[src/hdl/i2cra_pkg.sv]
// ----------------------------------------------------------------------------
// I2C register access master - shared definitions
// Bus phases, command and register codes, and the sequencer state record
// that passes between the top level and the step logic.
// ----------------------------------------------------------------------------
package i2cra_pkg;

   // Command codes carried in the op field
   localparam logic [1:0] OP_TICK  = 2'd0;
   localparam logic [1:0] OP_WRITE = 2'd1;
   localparam logic [1:0] OP_READ  = 2'd2;

   // Configuration register indexes
   localparam logic CSR_DEVICE_ADDRESS = 1'b0;
   localparam logic CSR_HALF_PERIOD    = 1'b1;

   // Configuration reset values
   localparam logic [6:0]  DEVICE_ADDRESS_RESET = 7'h40;
   localparam logic [15:0] HALF_PERIOD_RESET    = 16'd10;

   // Bus sequencer phases
   typedef enum logic [3:0] {
      PH_IDLE,
      PH_ST_A,
      PH_ST_B,
      PH_BIT_LO,
      PH_BIT_HI,
      PH_RS_A,
      PH_RS_B,
      PH_RS_C,
      PH_SP_A,
      PH_SP_B,
      PH_SP_C
   } phase_type;

   // Sequencer state
   typedef struct packed {
      phase_type   phase;
      logic [15:0] tick_count;
      logic [3:0]  bit_index;
      logic [2:0]  byte_index;
      logic [7:0]  shift_byte;
      logic        is_read;
      logic [7:0]  held_register;
      logic [15:0] held_value;
      logic [15:0] captured_data;
      logic        nack_flag;
      logic        scl_level;
      logic        sda_level;
   } seq_state_type;

   localparam seq_state_type SEQ_STATE_RESET = '{
      phase:         PH_IDLE,
      tick_count:    16'd0,
      bit_index:     4'd0,
      byte_index:    3'd0,
      shift_byte:    8'd0,
      is_read:       1'b0,
      held_register: 8'd0,
      held_value:    16'd0,
      captured_data: 16'd0,
      nack_flag:     1'b0,
      scl_level:     1'b1,
      sda_level:     1'b1
   };

   // Result of one tick
   typedef struct packed {
      logic        scl_out;
      logic        sda_out;
      logic        busy_res;
      logic        done_res;
      logic [15:0] read_data;
      logic        nack_seen;
   } tick_result_type;

endpackage

[src/hdl/i2cra_if.sv]
// ----------------------------------------------------------------------------
// I2C register access master - channel interfaces
// Valid/ready channels for tick commands, tick results and register writes.
// ----------------------------------------------------------------------------
interface i2cra_req_if;
   logic        valid;
   logic        ready;
   logic [1:0]  op;
   logic [7:0]  reg_addr;
   logic [15:0] write_value;
   logic        sda_in;

   modport source (output valid, op, reg_addr, write_value, sda_in, input ready);
   modport sink   (input valid, op, reg_addr, write_value, sda_in, output ready);
endinterface

interface i2cra_rsp_if;
   logic        valid;
   logic        ready;
   logic        scl_out;
   logic        sda_out;
   logic        busy_res;
   logic        done_res;
   logic [15:0] read_data;
   logic        nack_seen;

   modport source (output valid, scl_out, sda_out, busy_res, done_res, read_data,
                   nack_seen, input ready);
   modport sink   (input valid, scl_out, sda_out, busy_res, done_res, read_data,
                   nack_seen, output ready);
endinterface

interface i2cra_csr_if;
   logic        valid;
   logic        ready;
   logic        index;
   logic [15:0] data;

   modport source (output valid, index, data, input ready);
   modport sink   (input valid, index, data, output ready);
endinterface

[src/hdl/i2cra_step.sv]
// ----------------------------------------------------------------------------
// I2C register access master - tick step logic
// Computes the sequencer state after one tick and the bus levels and status
// that the tick produces.
// ----------------------------------------------------------------------------
module i2cra_step (
   input  i2cra_pkg::seq_state_type   cur,
   input  logic [6:0]                 device_address,
   input  logic [15:0]                half_period,
   input  logic [1:0]                 op,
   input  logic [7:0]                 reg_addr,
   input  logic [15:0]                write_value,
   input  logic                       sda_in,
   output i2cra_pkg::seq_state_type   nxt,
   output i2cra_pkg::tick_result_type res
);
   import i2cra_pkg::*;

   logic [15:0] step_ticks;
   logic        start;
   logic        last;
   logic        master_sends;
   logic        enter_sends;
   logic        do_start;
   logic        do_enter;
   phase_type   enter_phase;
   logic        done;
   logic        scl_now;
   logic        sda_now;

   // Byte the master shifts out next
   function automatic logic [7:0] byte_to_send(
      input logic [2:0]  by,
      input logic        rd,
      input logic [6:0]  dev,
      input logic [7:0]  hreg,
      input logic [15:0] hval
   );
      logic [7:0] b;
      case (by)
         3'd0:    b = {dev, 1'b0};
         3'd1:    b = hreg;
         3'd2:    b = rd ? {dev, 1'b1} : hval[15:8];
         3'd3:    b = rd ? 8'd0 : hval[7:0];
         default: b = 8'd0;
      endcase
      return b;
   endfunction

   assign step_ticks = (half_period == 16'd0) ? 16'd1 : half_period;

   always_comb begin
      nxt         = cur;
      done        = 1'b0;
      do_start    = 1'b0;
      do_enter    = 1'b0;
      enter_phase = PH_IDLE;

      // Take a new command only when idle
      start = (cur.phase == PH_IDLE) && ((op == OP_WRITE) || (op == OP_READ));
      if (start) begin
         nxt.is_read       = (op == OP_READ);
         nxt.held_register = reg_addr;
         nxt.held_value    = (op == OP_READ) ? 16'd0 : write_value;
         nxt.nack_flag     = 1'b0;
         nxt.byte_index    = 3'd0;
         nxt.bit_index     = 4'd0;
         nxt.shift_byte    = 8'd0;
         nxt.phase         = PH_ST_A;
         nxt.tick_count    = 16'd0;
         nxt.scl_level     = 1'b1;
         nxt.sda_level     = 1'b1;
      end

      scl_now      = nxt.scl_level;
      sda_now      = nxt.sda_level;
      last         = ({1'b0, nxt.tick_count} + 17'd1) >= {1'b0, step_ticks};
      master_sends = !nxt.is_read || (nxt.byte_index < 3'd3);

      if (nxt.phase != PH_IDLE) begin
         // Sample SDA on the last tick of the high phase
         if ((nxt.phase == PH_BIT_HI) && last) begin
            if (master_sends) begin
               if ((nxt.bit_index >= 4'd8) && sda_in)
                  nxt.nack_flag = 1'b1;
            end else if (nxt.bit_index < 4'd8) begin
               nxt.shift_byte = {nxt.shift_byte[6:0], sda_in};
            end
         end

         if (!last) begin
            nxt.tick_count = nxt.tick_count + 16'd1;
         end else begin
            case (nxt.phase)
               PH_ST_A: begin
                  do_enter    = 1'b1;
                  enter_phase = PH_ST_B;
               end
               PH_ST_B: begin
                  nxt.byte_index = 3'd0;
                  do_start       = 1'b1;
               end
               PH_BIT_LO: begin
                  do_enter    = 1'b1;
                  enter_phase = PH_BIT_HI;
               end
               PH_BIT_HI: begin
                  if ((nxt.bit_index < 4'd8) && master_sends)
                     nxt.shift_byte = {nxt.shift_byte[6:0], 1'b0};
                  nxt.bit_index = nxt.bit_index + 4'd1;
                  if (nxt.bit_index <= 4'd8) begin
                     do_enter    = 1'b1;
                     enter_phase = PH_BIT_LO;
                  end else begin
                     // Byte finished: keep received data, move to next byte
                     if (!master_sends)
                        nxt.held_value = {nxt.held_value[7:0], nxt.shift_byte};
                     nxt.byte_index = nxt.byte_index + 3'd1;
                     if (!nxt.is_read) begin
                        if (nxt.byte_index >= 3'd4) begin
                           do_enter    = 1'b1;
                           enter_phase = PH_SP_A;
                        end else begin
                           do_start = 1'b1;
                        end
                     end else if (nxt.byte_index == 3'd2) begin
                        do_enter    = 1'b1;
                        enter_phase = PH_RS_A;
                     end else if (nxt.byte_index >= 3'd5) begin
                        do_enter    = 1'b1;
                        enter_phase = PH_SP_A;
                     end else begin
                        do_start = 1'b1;
                     end
                  end
               end
               PH_RS_A: begin
                  do_enter    = 1'b1;
                  enter_phase = PH_RS_B;
               end
               PH_RS_B: begin
                  do_enter    = 1'b1;
                  enter_phase = PH_RS_C;
               end
               PH_RS_C: begin
                  do_start = 1'b1;
               end
               PH_SP_A: begin
                  do_enter    = 1'b1;
                  enter_phase = PH_SP_B;
               end
               PH_SP_B: begin
                  do_enter    = 1'b1;
                  enter_phase = PH_SP_C;
               end
               default: begin
                  // Stop complete
                  if (nxt.is_read)
                     nxt.captured_data = nxt.held_value;
                  done        = 1'b1;
                  do_enter    = 1'b1;
                  enter_phase = PH_IDLE;
               end
            endcase
         end
      end

      // Load the next byte to shift
      if (do_start) begin
         nxt.bit_index  = 4'd0;
         nxt.shift_byte = byte_to_send(nxt.byte_index, nxt.is_read, device_address,
                                       nxt.held_register, nxt.held_value);
         do_enter       = 1'b1;
         enter_phase    = PH_BIT_LO;
      end

      // Enter a phase: restart the tick count and set the bus levels
      enter_sends = !nxt.is_read || (nxt.byte_index < 3'd3);
      if (do_enter) begin
         nxt.phase      = enter_phase;
         nxt.tick_count = 16'd0;
         case (enter_phase)
            PH_ST_A: begin
               nxt.scl_level = 1'b1;
               nxt.sda_level = 1'b1;
            end
            PH_ST_B: begin
               nxt.scl_level = 1'b1;
               nxt.sda_level = 1'b0;
            end
            PH_BIT_LO: begin
               nxt.scl_level = 1'b0;
               if (enter_sends)
                  nxt.sda_level = (nxt.bit_index < 4'd8) ? nxt.shift_byte[7] : 1'b1;
               else
                  nxt.sda_level = (nxt.bit_index < 4'd8) ? 1'b1 :
                                  ((nxt.byte_index == 3'd3) ? 1'b0 : 1'b1);
            end
            PH_BIT_HI: begin
               nxt.scl_level = 1'b1;
            end
            PH_RS_A: begin
               nxt.scl_level = 1'b0;
               nxt.sda_level = 1'b1;
            end
            PH_RS_B: begin
               nxt.scl_level = 1'b1;
               nxt.sda_level = 1'b1;
            end
            PH_RS_C: begin
               nxt.scl_level = 1'b1;
               nxt.sda_level = 1'b0;
            end
            PH_SP_A: begin
               nxt.scl_level = 1'b0;
               nxt.sda_level = 1'b0;
            end
            PH_SP_B: begin
               nxt.scl_level = 1'b1;
               nxt.sda_level = 1'b0;
            end
            PH_SP_C: begin
               nxt.scl_level = 1'b1;
               nxt.sda_level = 1'b1;
            end
            default: begin
               nxt.phase     = PH_IDLE;
               nxt.scl_level = 1'b1;
               nxt.sda_level = 1'b1;
            end
         endcase
      end

      res.scl_out   = scl_now;
      res.sda_out   = sda_now;
      res.busy_res  = (nxt.phase != PH_IDLE);
      res.done_res  = done;
      res.read_data = nxt.captured_data;
      res.nack_seen = nxt.nack_flag;
   end

endmodule

[src/hdl/i2c_register_access_master.sv]
// ----------------------------------------------------------------------------
// I2C register access master
// Bit-level I2C master running 16-bit register writes and reads, one bus
// tick per request transaction.
// ----------------------------------------------------------------------------
// Each request transaction is one tick of the bus sequencer and yields one
// response transaction carrying the SCL/SDA drive levels for that tick and
// the status. One request is taken every clock cycle while no response
// waits or the sink takes the waiting one in the same cycle; the response
// is registered at acceptance. The rate is set by the single sequencer
// state register, which is updated once per accepted tick. Op write or
// read starts a transaction only while idle; every bus step lasts
// half_period ticks (zero counts as one). Configuration writes are
// accepted every cycle and apply to later ticks.
// ----------------------------------------------------------------------------
module i2c_register_access_master (
   input logic         clock,
   input logic         reset,
   i2cra_req_if.sink   req,
   i2cra_rsp_if.source rsp,
   i2cra_csr_if.sink   csr
);
   import i2cra_pkg::*;

   logic [6:0]      device_address_ff;
   logic [15:0]     half_period_ff;
   seq_state_type   state_ff;
   seq_state_type   state_in;
   tick_result_type result_in;
   tick_result_type result_ff;
   logic            rsp_valid_ff;
   logic            req_accept;

   // Configuration registers
   assign csr.ready = 1'b1;

   always_ff @(posedge clock) begin
      if (reset) begin
         device_address_ff <= DEVICE_ADDRESS_RESET;
         half_period_ff    <= HALF_PERIOD_RESET;
      end else if (csr.valid) begin
         case (csr.index)
            CSR_DEVICE_ADDRESS: device_address_ff <= csr.data[6:0];
            CSR_HALF_PERIOD:    half_period_ff    <= csr.data;
            default:            ;
         endcase
      end
   end

   // Step logic for one tick
   i2cra_step u_step (
      .cur            (state_ff),
      .device_address (device_address_ff),
      .half_period    (half_period_ff),
      .op             (req.op),
      .reg_addr       (req.reg_addr),
      .write_value    (req.write_value),
      .sda_in         (req.sda_in),
      .nxt            (state_in),
      .res            (result_in)
   );

   // Accept when the output register is empty or being drained
   assign req.ready  = !rsp_valid_ff || rsp.ready;
   assign req_accept = req.valid && req.ready;

   // Advance the sequencer state
   always_ff @(posedge clock) begin
      if (reset) begin
         state_ff <= SEQ_STATE_RESET;
      end else if (req_accept) begin
         state_ff <= state_in;
      end
   end

   // Hold the response until taken
   always_ff @(posedge clock) begin
      if (reset) begin
         rsp_valid_ff <= 1'b0;
      end else if (req_accept) begin
         rsp_valid_ff <= 1'b1;
      end else if (rsp.ready) begin
         rsp_valid_ff <= 1'b0;
      end
   end

   always_ff @(posedge clock) begin
      if (req_accept) begin
         result_ff <= result_in;
      end
   end

   assign rsp.valid     = rsp_valid_ff;
   assign rsp.scl_out   = result_ff.scl_out;
   assign rsp.sda_out   = result_ff.sda_out;
   assign rsp.busy_res  = result_ff.busy_res;
   assign rsp.done_res  = result_ff.done_res;
   assign rsp.read_data = result_ff.read_data;
   assign rsp.nack_seen = result_ff.nack_seen;

endmodule
[src/flat_wrapper.sv]
// flat-port wrapper written by rule: the top's interface ports become plain ports
module i2c_register_access_master_flat import i2cra_pkg::*;
  (clock, reset, req_valid, req_op, req_reg_addr, req_write_value, req_sda_in, req_ready, rsp_valid, rsp_scl_out, rsp_sda_out, rsp_busy_res, rsp_done_res, rsp_read_data, rsp_nack_seen, rsp_ready, csr_valid, csr_index, csr_data, csr_ready);
  i2cra_req_if req_i ();
  i2cra_rsp_if rsp_i ();
  i2cra_csr_if csr_i ();
  input logic clock;
  input logic reset;
  input wire logic [$bits(req_i.valid)-1:0] req_valid;
  input wire logic [$bits(req_i.op)-1:0] req_op;
  input wire logic [$bits(req_i.reg_addr)-1:0] req_reg_addr;
  input wire logic [$bits(req_i.write_value)-1:0] req_write_value;
  input wire logic [$bits(req_i.sda_in)-1:0] req_sda_in;
  output wire logic [$bits(req_i.ready)-1:0] req_ready;
  output wire logic [$bits(rsp_i.valid)-1:0] rsp_valid;
  output wire logic [$bits(rsp_i.scl_out)-1:0] rsp_scl_out;
  output wire logic [$bits(rsp_i.sda_out)-1:0] rsp_sda_out;
  output wire logic [$bits(rsp_i.busy_res)-1:0] rsp_busy_res;
  output wire logic [$bits(rsp_i.done_res)-1:0] rsp_done_res;
  output wire logic [$bits(rsp_i.read_data)-1:0] rsp_read_data;
  output wire logic [$bits(rsp_i.nack_seen)-1:0] rsp_nack_seen;
  input wire logic [$bits(rsp_i.ready)-1:0] rsp_ready;
  input wire logic [$bits(csr_i.valid)-1:0] csr_valid;
  input wire logic [$bits(csr_i.index)-1:0] csr_index;
  input wire logic [$bits(csr_i.data)-1:0] csr_data;
  output wire logic [$bits(csr_i.ready)-1:0] csr_ready;
  assign req_i.valid = req_valid;
  assign req_i.op = req_op;
  assign req_i.reg_addr = req_reg_addr;
  assign req_i.write_value = req_write_value;
  assign req_i.sda_in = req_sda_in;
  assign req_ready = req_i.ready;
  assign rsp_valid = rsp_i.valid;
  assign rsp_scl_out = rsp_i.scl_out;
  assign rsp_sda_out = rsp_i.sda_out;
  assign rsp_busy_res = rsp_i.busy_res;
  assign rsp_done_res = rsp_i.done_res;
  assign rsp_read_data = rsp_i.read_data;
  assign rsp_nack_seen = rsp_i.nack_seen;
  assign rsp_i.ready = rsp_ready;
  assign csr_i.valid = csr_valid;
  assign csr_i.index = csr_index;
  assign csr_i.data = csr_data;
  assign csr_ready = csr_i.ready;
  i2c_register_access_master u_core (.clock(clock), .reset(reset), .req(req_i), .rsp(rsp_i), .csr(csr_i));
endmodule
[config.mk]
export PLATFORM = sky130hd
export DESIGN_NAME = i2c_register_access_master_flat
export DESIGN_NICKNAME = d
export VERILOG_FILES = /design/src/hdl/i2cra_pkg.sv /design/src/hdl/i2cra_if.sv /design/src/hdl/i2cra_step.sv /design/src/hdl/i2c_register_access_master.sv /design/src/flat_wrapper.sv
export SDC_FILE = /design/constraint.sdc
export NUM_CORES = 1
export LEC_CHECK = 0
export ABC_AREA = 1
export BUFFER_PORTS_ARGS = -buffer_cell sky130_fd_sc_hd__clkbuf_2
export CORE_MARGIN = 2
export CORE_UTILIZATION = 40
export DETAILED_ROUTE_END_ITERATION = 16
export PLACE_DENSITY = 0.63
export SYNTH_ARGS = -nofsm -noshare
export SYNTH_HDL_FRONTEND = slang
export SYNTH_SLANG_ARGS = --single-unit
[constraint.sdc]
create_clock -name clock -period 9.25 [get_ports clock]
set_input_delay 1.85 -clock clock [delete_from_list [all_inputs] [get_ports clock]]
set_output_delay 1.85 -clock clock [all_outputs]
set_load 0.005 [all_outputs]
# After elaboration in Yosys (flattened, before gate mapping)
# Cells that the tools add are included.
[op_classes]
add_sub_neg = 4
n_mul = 0
div = 0
magnitude_cmp = 9
eq_ne = 25
shifts = 0
muxes = 68
bitwise_logic = 1
n_reduce_logical = 25
[op_table]
columns = ["operator", "count"]
rows = [
  ["two-way mux 16 bit", 8],
  ["two-way mux 8 bit", 8],
  ["two-way mux 60 bit", 1],
  ["two-way mux 4 bit", 11],
  ["two-way mux 33 bit", 1],
  ["== test 4 x 3 -> 1 bit (second input constant)", 8],
  ["two-way mux 32 bit", 1],
  ["case mux 8 bit (4 select lines)", 1],
  ["two-way mux 31 bit", 1],
  ["case mux 4 bit (7 select lines)", 1],
  ["two-way mux 1 bit", 26],
  ["== test 4 bit (second input constant)", 5],
  ["two-way mux 20 bit", 1],
  ["adder 16 x 1 -> 17 bit (second input constant)", 1],
  ["greater-or-equal comparator 17 x 16 -> 1 bit", 1],
  ["adder 16 x 1 -> 16 bit (second input constant)", 1],
  ["== test 4 x 2 -> 1 bit (second input constant)", 4],
  ["logical NOT 16 bit", 1],
  ["two-way mux 15 bit", 1],
  ["OR reduction 10 bit", 1],
  ["== test 3 x 2 -> 1 bit (second input constant)", 3],
  ["OR reduction 9 bit", 1],
  ["== test 4 x 1 -> 1 bit (second input constant)", 2],
  ["less-than comparator 4 bit (second input constant)", 2],
  ["26 further kinds", 41],
]
[word_totals]
regBits = 124
latchBits = 0
mem_bits_rw = 0
mem_bits_ro = 0
input_bits = 49
out_inout_bits = 24
wordCells = 153
mem_count = 0

# Depth between registers and ports, before layout
[logic_depth]
word_depth = 21
depth_mapped = 39
ltp_nobuf = 37

# By module
# A second synthesis with hierarchy kept.
[unflattened]
cells_unflattened = 1329
area_unflattened_um2 = 8516.9
[modules_own_cells]
columns = ["mod", "n_inst", "cells_per_inst", "area_per_inst_um2", "seq_area_each_um2"]
rows = [
  ["i2c_register_access_master", 1, 644, 5017.3, 2692.6],
  ["i2cra_step", 1, 685, 3499.6, 0.0],
]

# Worst setup path after synthesis
# No wires, ideal clock.
[synth_path]
path_kind = "input -> register"
start = "input port req_op[0]"
end = "register u_core.result_ff, in the netlist u_core.rsp.busy_res (data pin)"
arrival_time_ns = 5.617
setup_slack_ns = 3.362
stages = 31
path_buffers = 3
cell_sequence = "inv_1 -> ha_1 -> nor2_2 -> nand3_4 -> buf_12 -> buf_8 -> nand2_1 -> inv_1 -> ha_1 -> nand3_1 -> nor2_4 -> nand3_4 -> inv_1 -> nand4_1 -> xor2_1 -> inv_1 -> ha_1 -> nand2_1 -> inv_1 -> nor3_1 -> nand2_1 -> nand2_1 -> nand2_1 -> nand2_1 -> nand2_8 -> buf_6 -> nand2_4 -> o21ai_1 -> inv_2 -> o21ai_0 -> or4_1"
[synth_lines]
columns = ["item", "line", "rtl"]
rows = [
  ["start, declared", "flat_wrapper.sv:10", "input wire logic [$bits(req_i.op)-1:0] req_op;"],
  ["end signal, assigned", "i2c_register_access_master.sv:89", "result_ff <= result_in;"],
  ["end, declared", "i2c_register_access_master.sv:30", "tick_result_type result_ff;"],
]

# Worst setup path in the final report
[layout_path]
start = "input port req_op[0]"
end = "register u_core.state_ff[50] (netlist bit)"
[layout_between]
elab_chain_len = 17
[layout_rtl]
columns = ["item", "line", "rtl"]
rows = [
  ["== test 2 x 1 -> 1 bit / == test 2 bit (equally long branches)", "i2cra_step.sv:60, i2cra_step.sv:62, i2cra_step.sv:64", ""],
  ["logical OR 1 bit", "i2cra_step.sv:60", "start = (cur.phase == PH_IDLE) && ((op == OP_WRITE) || (op == OP_READ));"],
  ["logical AND 1 bit", "i2cra_step.sv:60", ""],
  ["two-way mux 60 bit (*)", "i2cra_step.sv:61", "if (start) begin"],
  ["adder 16 x 1 -> 17 bit (tied with other cells)", "i2cra_step.sv:77", "last = ({1'b0, nxt.tick_count} + 17'd1) >= {1'b0, step_ticks};"],
  ["greater-or-equal comparator 17 x 16 -> 1 bit (tied with other cells)", "i2cra_step.sv:77", ""],
  ["logical AND 1 bit / two-way mux 8 bit (equally long branches)", "i2cra_step.sv:82, i2cra_step.sv:83", ""],
  ["two-way mux 8 bit", "i2cra_step.sv:82", "if ((nxt.phase == PH_BIT_HI) && last) begin"],
  ["two-way mux 8 bit", "i2cra_step.sv:108", "if ((nxt.bit_index < 4'd8) && master_sends)"],
  ["two-way mux 16 bit", "i2cra_step.sv:116", "if (!master_sends)"],
  ["two-way mux 16 bit", "i2cra_step.sv:111", "if (nxt.bit_index <= 4'd8) begin"],
  ["two-way mux 16 bit", "i2cra_step.sv:94", "case (nxt.phase)"],
  ["two-way mux 32 bit", "i2cra_step.sv:91", "if (!last) begin"],
  ["two-way mux 33 bit", "i2cra_step.sv:80", "if (nxt.phase != PH_IDLE) begin"],
  ["two-way mux 8 bit", "i2cra_step.sv:44", "3'd3: b = rd ? 8'd0 : hval[7:0];"],
  ["case mux 8 bit (4 select lines)", "i2cra_step.sv:40", "case (by)"],
  ["two-way mux 8 bit (*)", "i2cra_step.sv:169", "if (do_start) begin"],
  ["end signal, assigned", "i2c_register_access_master.sv:72", "state_ff <= state_in;"],
  ["end, declared", "i2c_register_access_master.sv:27", "seq_state_type state_ff;"],
]
# Mark *: on every way between the ends. The rest lies on a longest branch, timed or not.
# A chain may end at the register's enable or synchronous reset.

==> impl_results.md <==
* Seq/Total Area, Yosys at 0.336
* CP max FO at 44
* Most frequent cell on the critical path: nand2_1
* RSZ-0062 raised after global routing: false
* Slowest CP cell: nand3_4
* Core area at between 15000 and 20000 um^2
* I/O pin count at 73
* Max IR drop VDD at 135 uV
* Leakage at roughly 4.4 nW
* Cells after synthesis at around 1100
* Half-perimeter wire length after placement at 14200 um
* Initial core utilization at 0.410
* DR iter-0 viols at 576
* Post-synthesis average cell area at about 7.0 um^2
* Status: finished, final reports clean
* Vias in the first global route at around 6900
* WHS Path Cells at 2
* Worst path max stage delay at ~520 ps
* Fraction of registers with async set/reset at 0
* Unique masters post-synth at between 50 and 60
* Grt ovf at 0
* Clock tree buffer depth at 2
* Met1 WL at ~10000 um
* Synth Register Bits at ~120
* Prevailing post-synth register cell: dfxtp_1
* Hold Violations, Final at 0
* Crit path buf inv count at 7
* Floorplan row count at 51
* Pins Over Slew Limit at 0
* Fin Hold WS at between 400 and 500 ps
* Final setup viols at 0
* PortBufs at between 70 and 80
* CP endpoint kind: flop
* Gr usage total at 0.195
* Dpl cells at between 1000 and 1500
* Die Height at between 100 and 150 um
* Hold/Removal Path Class: flop to flop
* Period utilisation layout at 0.697
* DR vias/cell at about 5.1
* Die area at 21200 um^2
* Most frequent cells in the layout: 242 x nand2_1, 204 x inv_1, 111 x a21oi_1, 103 x dfxtp_1, 100 x o21ai_0
* Synth Net Count at around 1200
* Antenna diodes at 0
* Final WL at approximately 20000 um
* Post-CTS setup buffers at 0
* First-pass DRT Iterations at 5
* Crit path required time at ~9500 ps
* Delay-heaviest family, CP: simple AND/OR/NAND/NOR gates
* CTS tree: done
* Critical Setup Path Class: input pin to flop
* Multi-input gate area at between 4000 and 5000 um^2
* Actual slew at the worst max-slew pin at 1040 ps
* Global-route wire length before repair at roughly 34000 um
* Wire length on met3 at approximately 1200 um
* Total number of vias at 7431
* Share of cells above drive strength 1 at 0.165
* Wire length per cell at between 10 and 15 um
* Routed Antenna Nets at 0
* Reg2reg path depth at 32
* Hold Buf Count CTS at 0
* Clock Skews at roughly 11 ps
* Root cell of the clock tree: clkbuf_16
* Power per Cell Area at between 150 and 200 nW/um^2
* Worst setup SP type: input pin
* CTS H-tree lvls at 4
* Initial antenna violation count at 0
* Worst-Skew Late Latency at 420 ps
* Arrival time at the worst endpoint at about 6700 ps
* RR Endpoint: u_core.state_ff[50]
* Filler instances at about 2000
* Hold path start: u_core.state_ff[0]
* Fmax at 0.155 GHz
* Post-Synthesis Cell Area at between 8000 and 9000 um^2
* Worst slew margin at 0.310
* Die Wd at roughly 150 um
* Tot Pwr at ~1.6 mW
* Fin nets at roughly 1300
* Total area of sequential cells at approximately 2700 um^2
* RD Place Congestion at between 0.9 and 1
* Ys Warns at 0
* R2R Setup Slk at just over 4000 ps
* Period minus WS final at 6440 ps
* Post-synth EDFFs at 21
* Pin count of the biggest net entering global routing at 90
* Non-Filler Instances at about 1500
* Clk sinks at between 100 and 150
* Num CTS Buffers at 17
* Top layer reached by signal wires: met4
* Most common cell after layout, fill and taps aside: nand2_1
* Max-Cap Viols at 0
* Clock transition at path regs at 60 ps
* RR Startpoint: u_core.state_ff[76]
* Area Overhead vs Synth at 12.5%
* Sum Neg Setup Slack at 0 ps
* Resized Gates After CTS at 0
* # DRC at 0
* Hold EP: u_core.state_ff[0]
* Metal2 WL at approximately 8900 um
-- layer usage --
layer,track usage,vias up
met5,0,-
met3,0.0395,25
li1,-,3794
met2,0.298,208
met4,0.0534,0
met1,0.280,3404
-- area by class of cell --
| type | count | share of cell area |
|---|---|---|
| multi-input combinational | 755 | 0.463 |
| sequential | 124 | 0.299 |
| clock buffer | 24 | 0.0546 |
| tap | 265 | 0.0368 |
| timing repair buffer | 75 | 0.0428 |
| inverter | 216 | 0.0912 |
| clock inverter | 7 | 0.0126 |
-- cells by family (layout without fill, tap and decap cells) --
kind of cell | Yosys count | in the layout | share of synthesized area
and+or+nand+nor | 416 | 416 | 0.252
buffers and inverters | 267 | 322 | 0.143
adders and majority gates | 23 | 23 | 0.0359
DFF | 124 | 124 | 0.336
xor gates and xnor gates | 19 | 19 | 0.0208
other | 1 | 1 | 0.000468
AOI/OAI and AO/OA | 296 | 296 | 0.211
-- stage by stage --
step                      area [um^2]  worst slack, ps  utilization
after floorplan                  8010             3360            -
final                            9010             2810        0.462
after detailed placement         8410             2440        0.431
after CTS                        9010             2850        0.462
after global routing             9010             2220        0.462
after global placement           8410             2580        0.431
-- where the power goes --
part	internal, mW	switching [mW]	total, mW
clock network	0.450	0.240	0.690
logic	0.0838	0.195	0.279
registers	0.587	0.0137	0.600
-- cell usage after synthesis, types with 13 or more instances --
cell type / count / area [um^2]
nand2_2: 17 / 106
ha_1: 23 / 288
edfxtp_1: 21 / 631
a21oi_1: 111 / 556
o22ai_1: 16 / 100
o21ai_1: 15 / 75.1
nand2_1: 243 / 912
o211ai_1: 15 / 113
dfxtp_1: 103 / 2060
nand3_1: 36 / 180
inv_1: 204 / 766
nor2_1: 52 / 195
clkbuf_1: 34 / 128
o21ai_2: 20 / 175
nor3_1: 13 / 65.1
o21ai_0: 100 / 500
-- how the worst max path moves through the flow --
stage / end / from / cells after the start / slack (ps)
finish: u_core.state_ff[50] / req_op[0] / 35 / 2810
global route: u_core.state_ff[50] / req_op[0] / 35 / 2220
CTS: u_core.state_ff[67] / req_op[0] / 29 / 2850
detailed placement: u_core.state_ff[67] / req_op[0] / 29 / 2440
global placement: u_core.state_ff[50] / req_op[0] / 35 / 2580
floorplan: u_core.rsp.busy_res / req_op[0] / 31 / 3360
-- flip-flops by register name, summed over array words and instances, names as in the netlist --
signal and cells:
u_core.device_address_ff 7, u_core.half_period_ff 16, u_core.rsp.busy_res 1, u_core.rsp.done_res 1, u_core.rsp.nack_seen 1, u_core.rsp.read_data 16
u_core.rsp.scl_out 1, u_core.rsp.sda_out 1, u_core.rsp.valid 1, u_core.state_ff 79
-- tightest hold or removal path, delay by kind of cell (launching register included) --
kind / cells / cell delay [ps]
AOI/OAI and AO/OA: 1 / 60
and+or+nand+nor: 1 / 50
DFF: 1 / 320
Note: power is estimated with default switching activity, not from simulation.
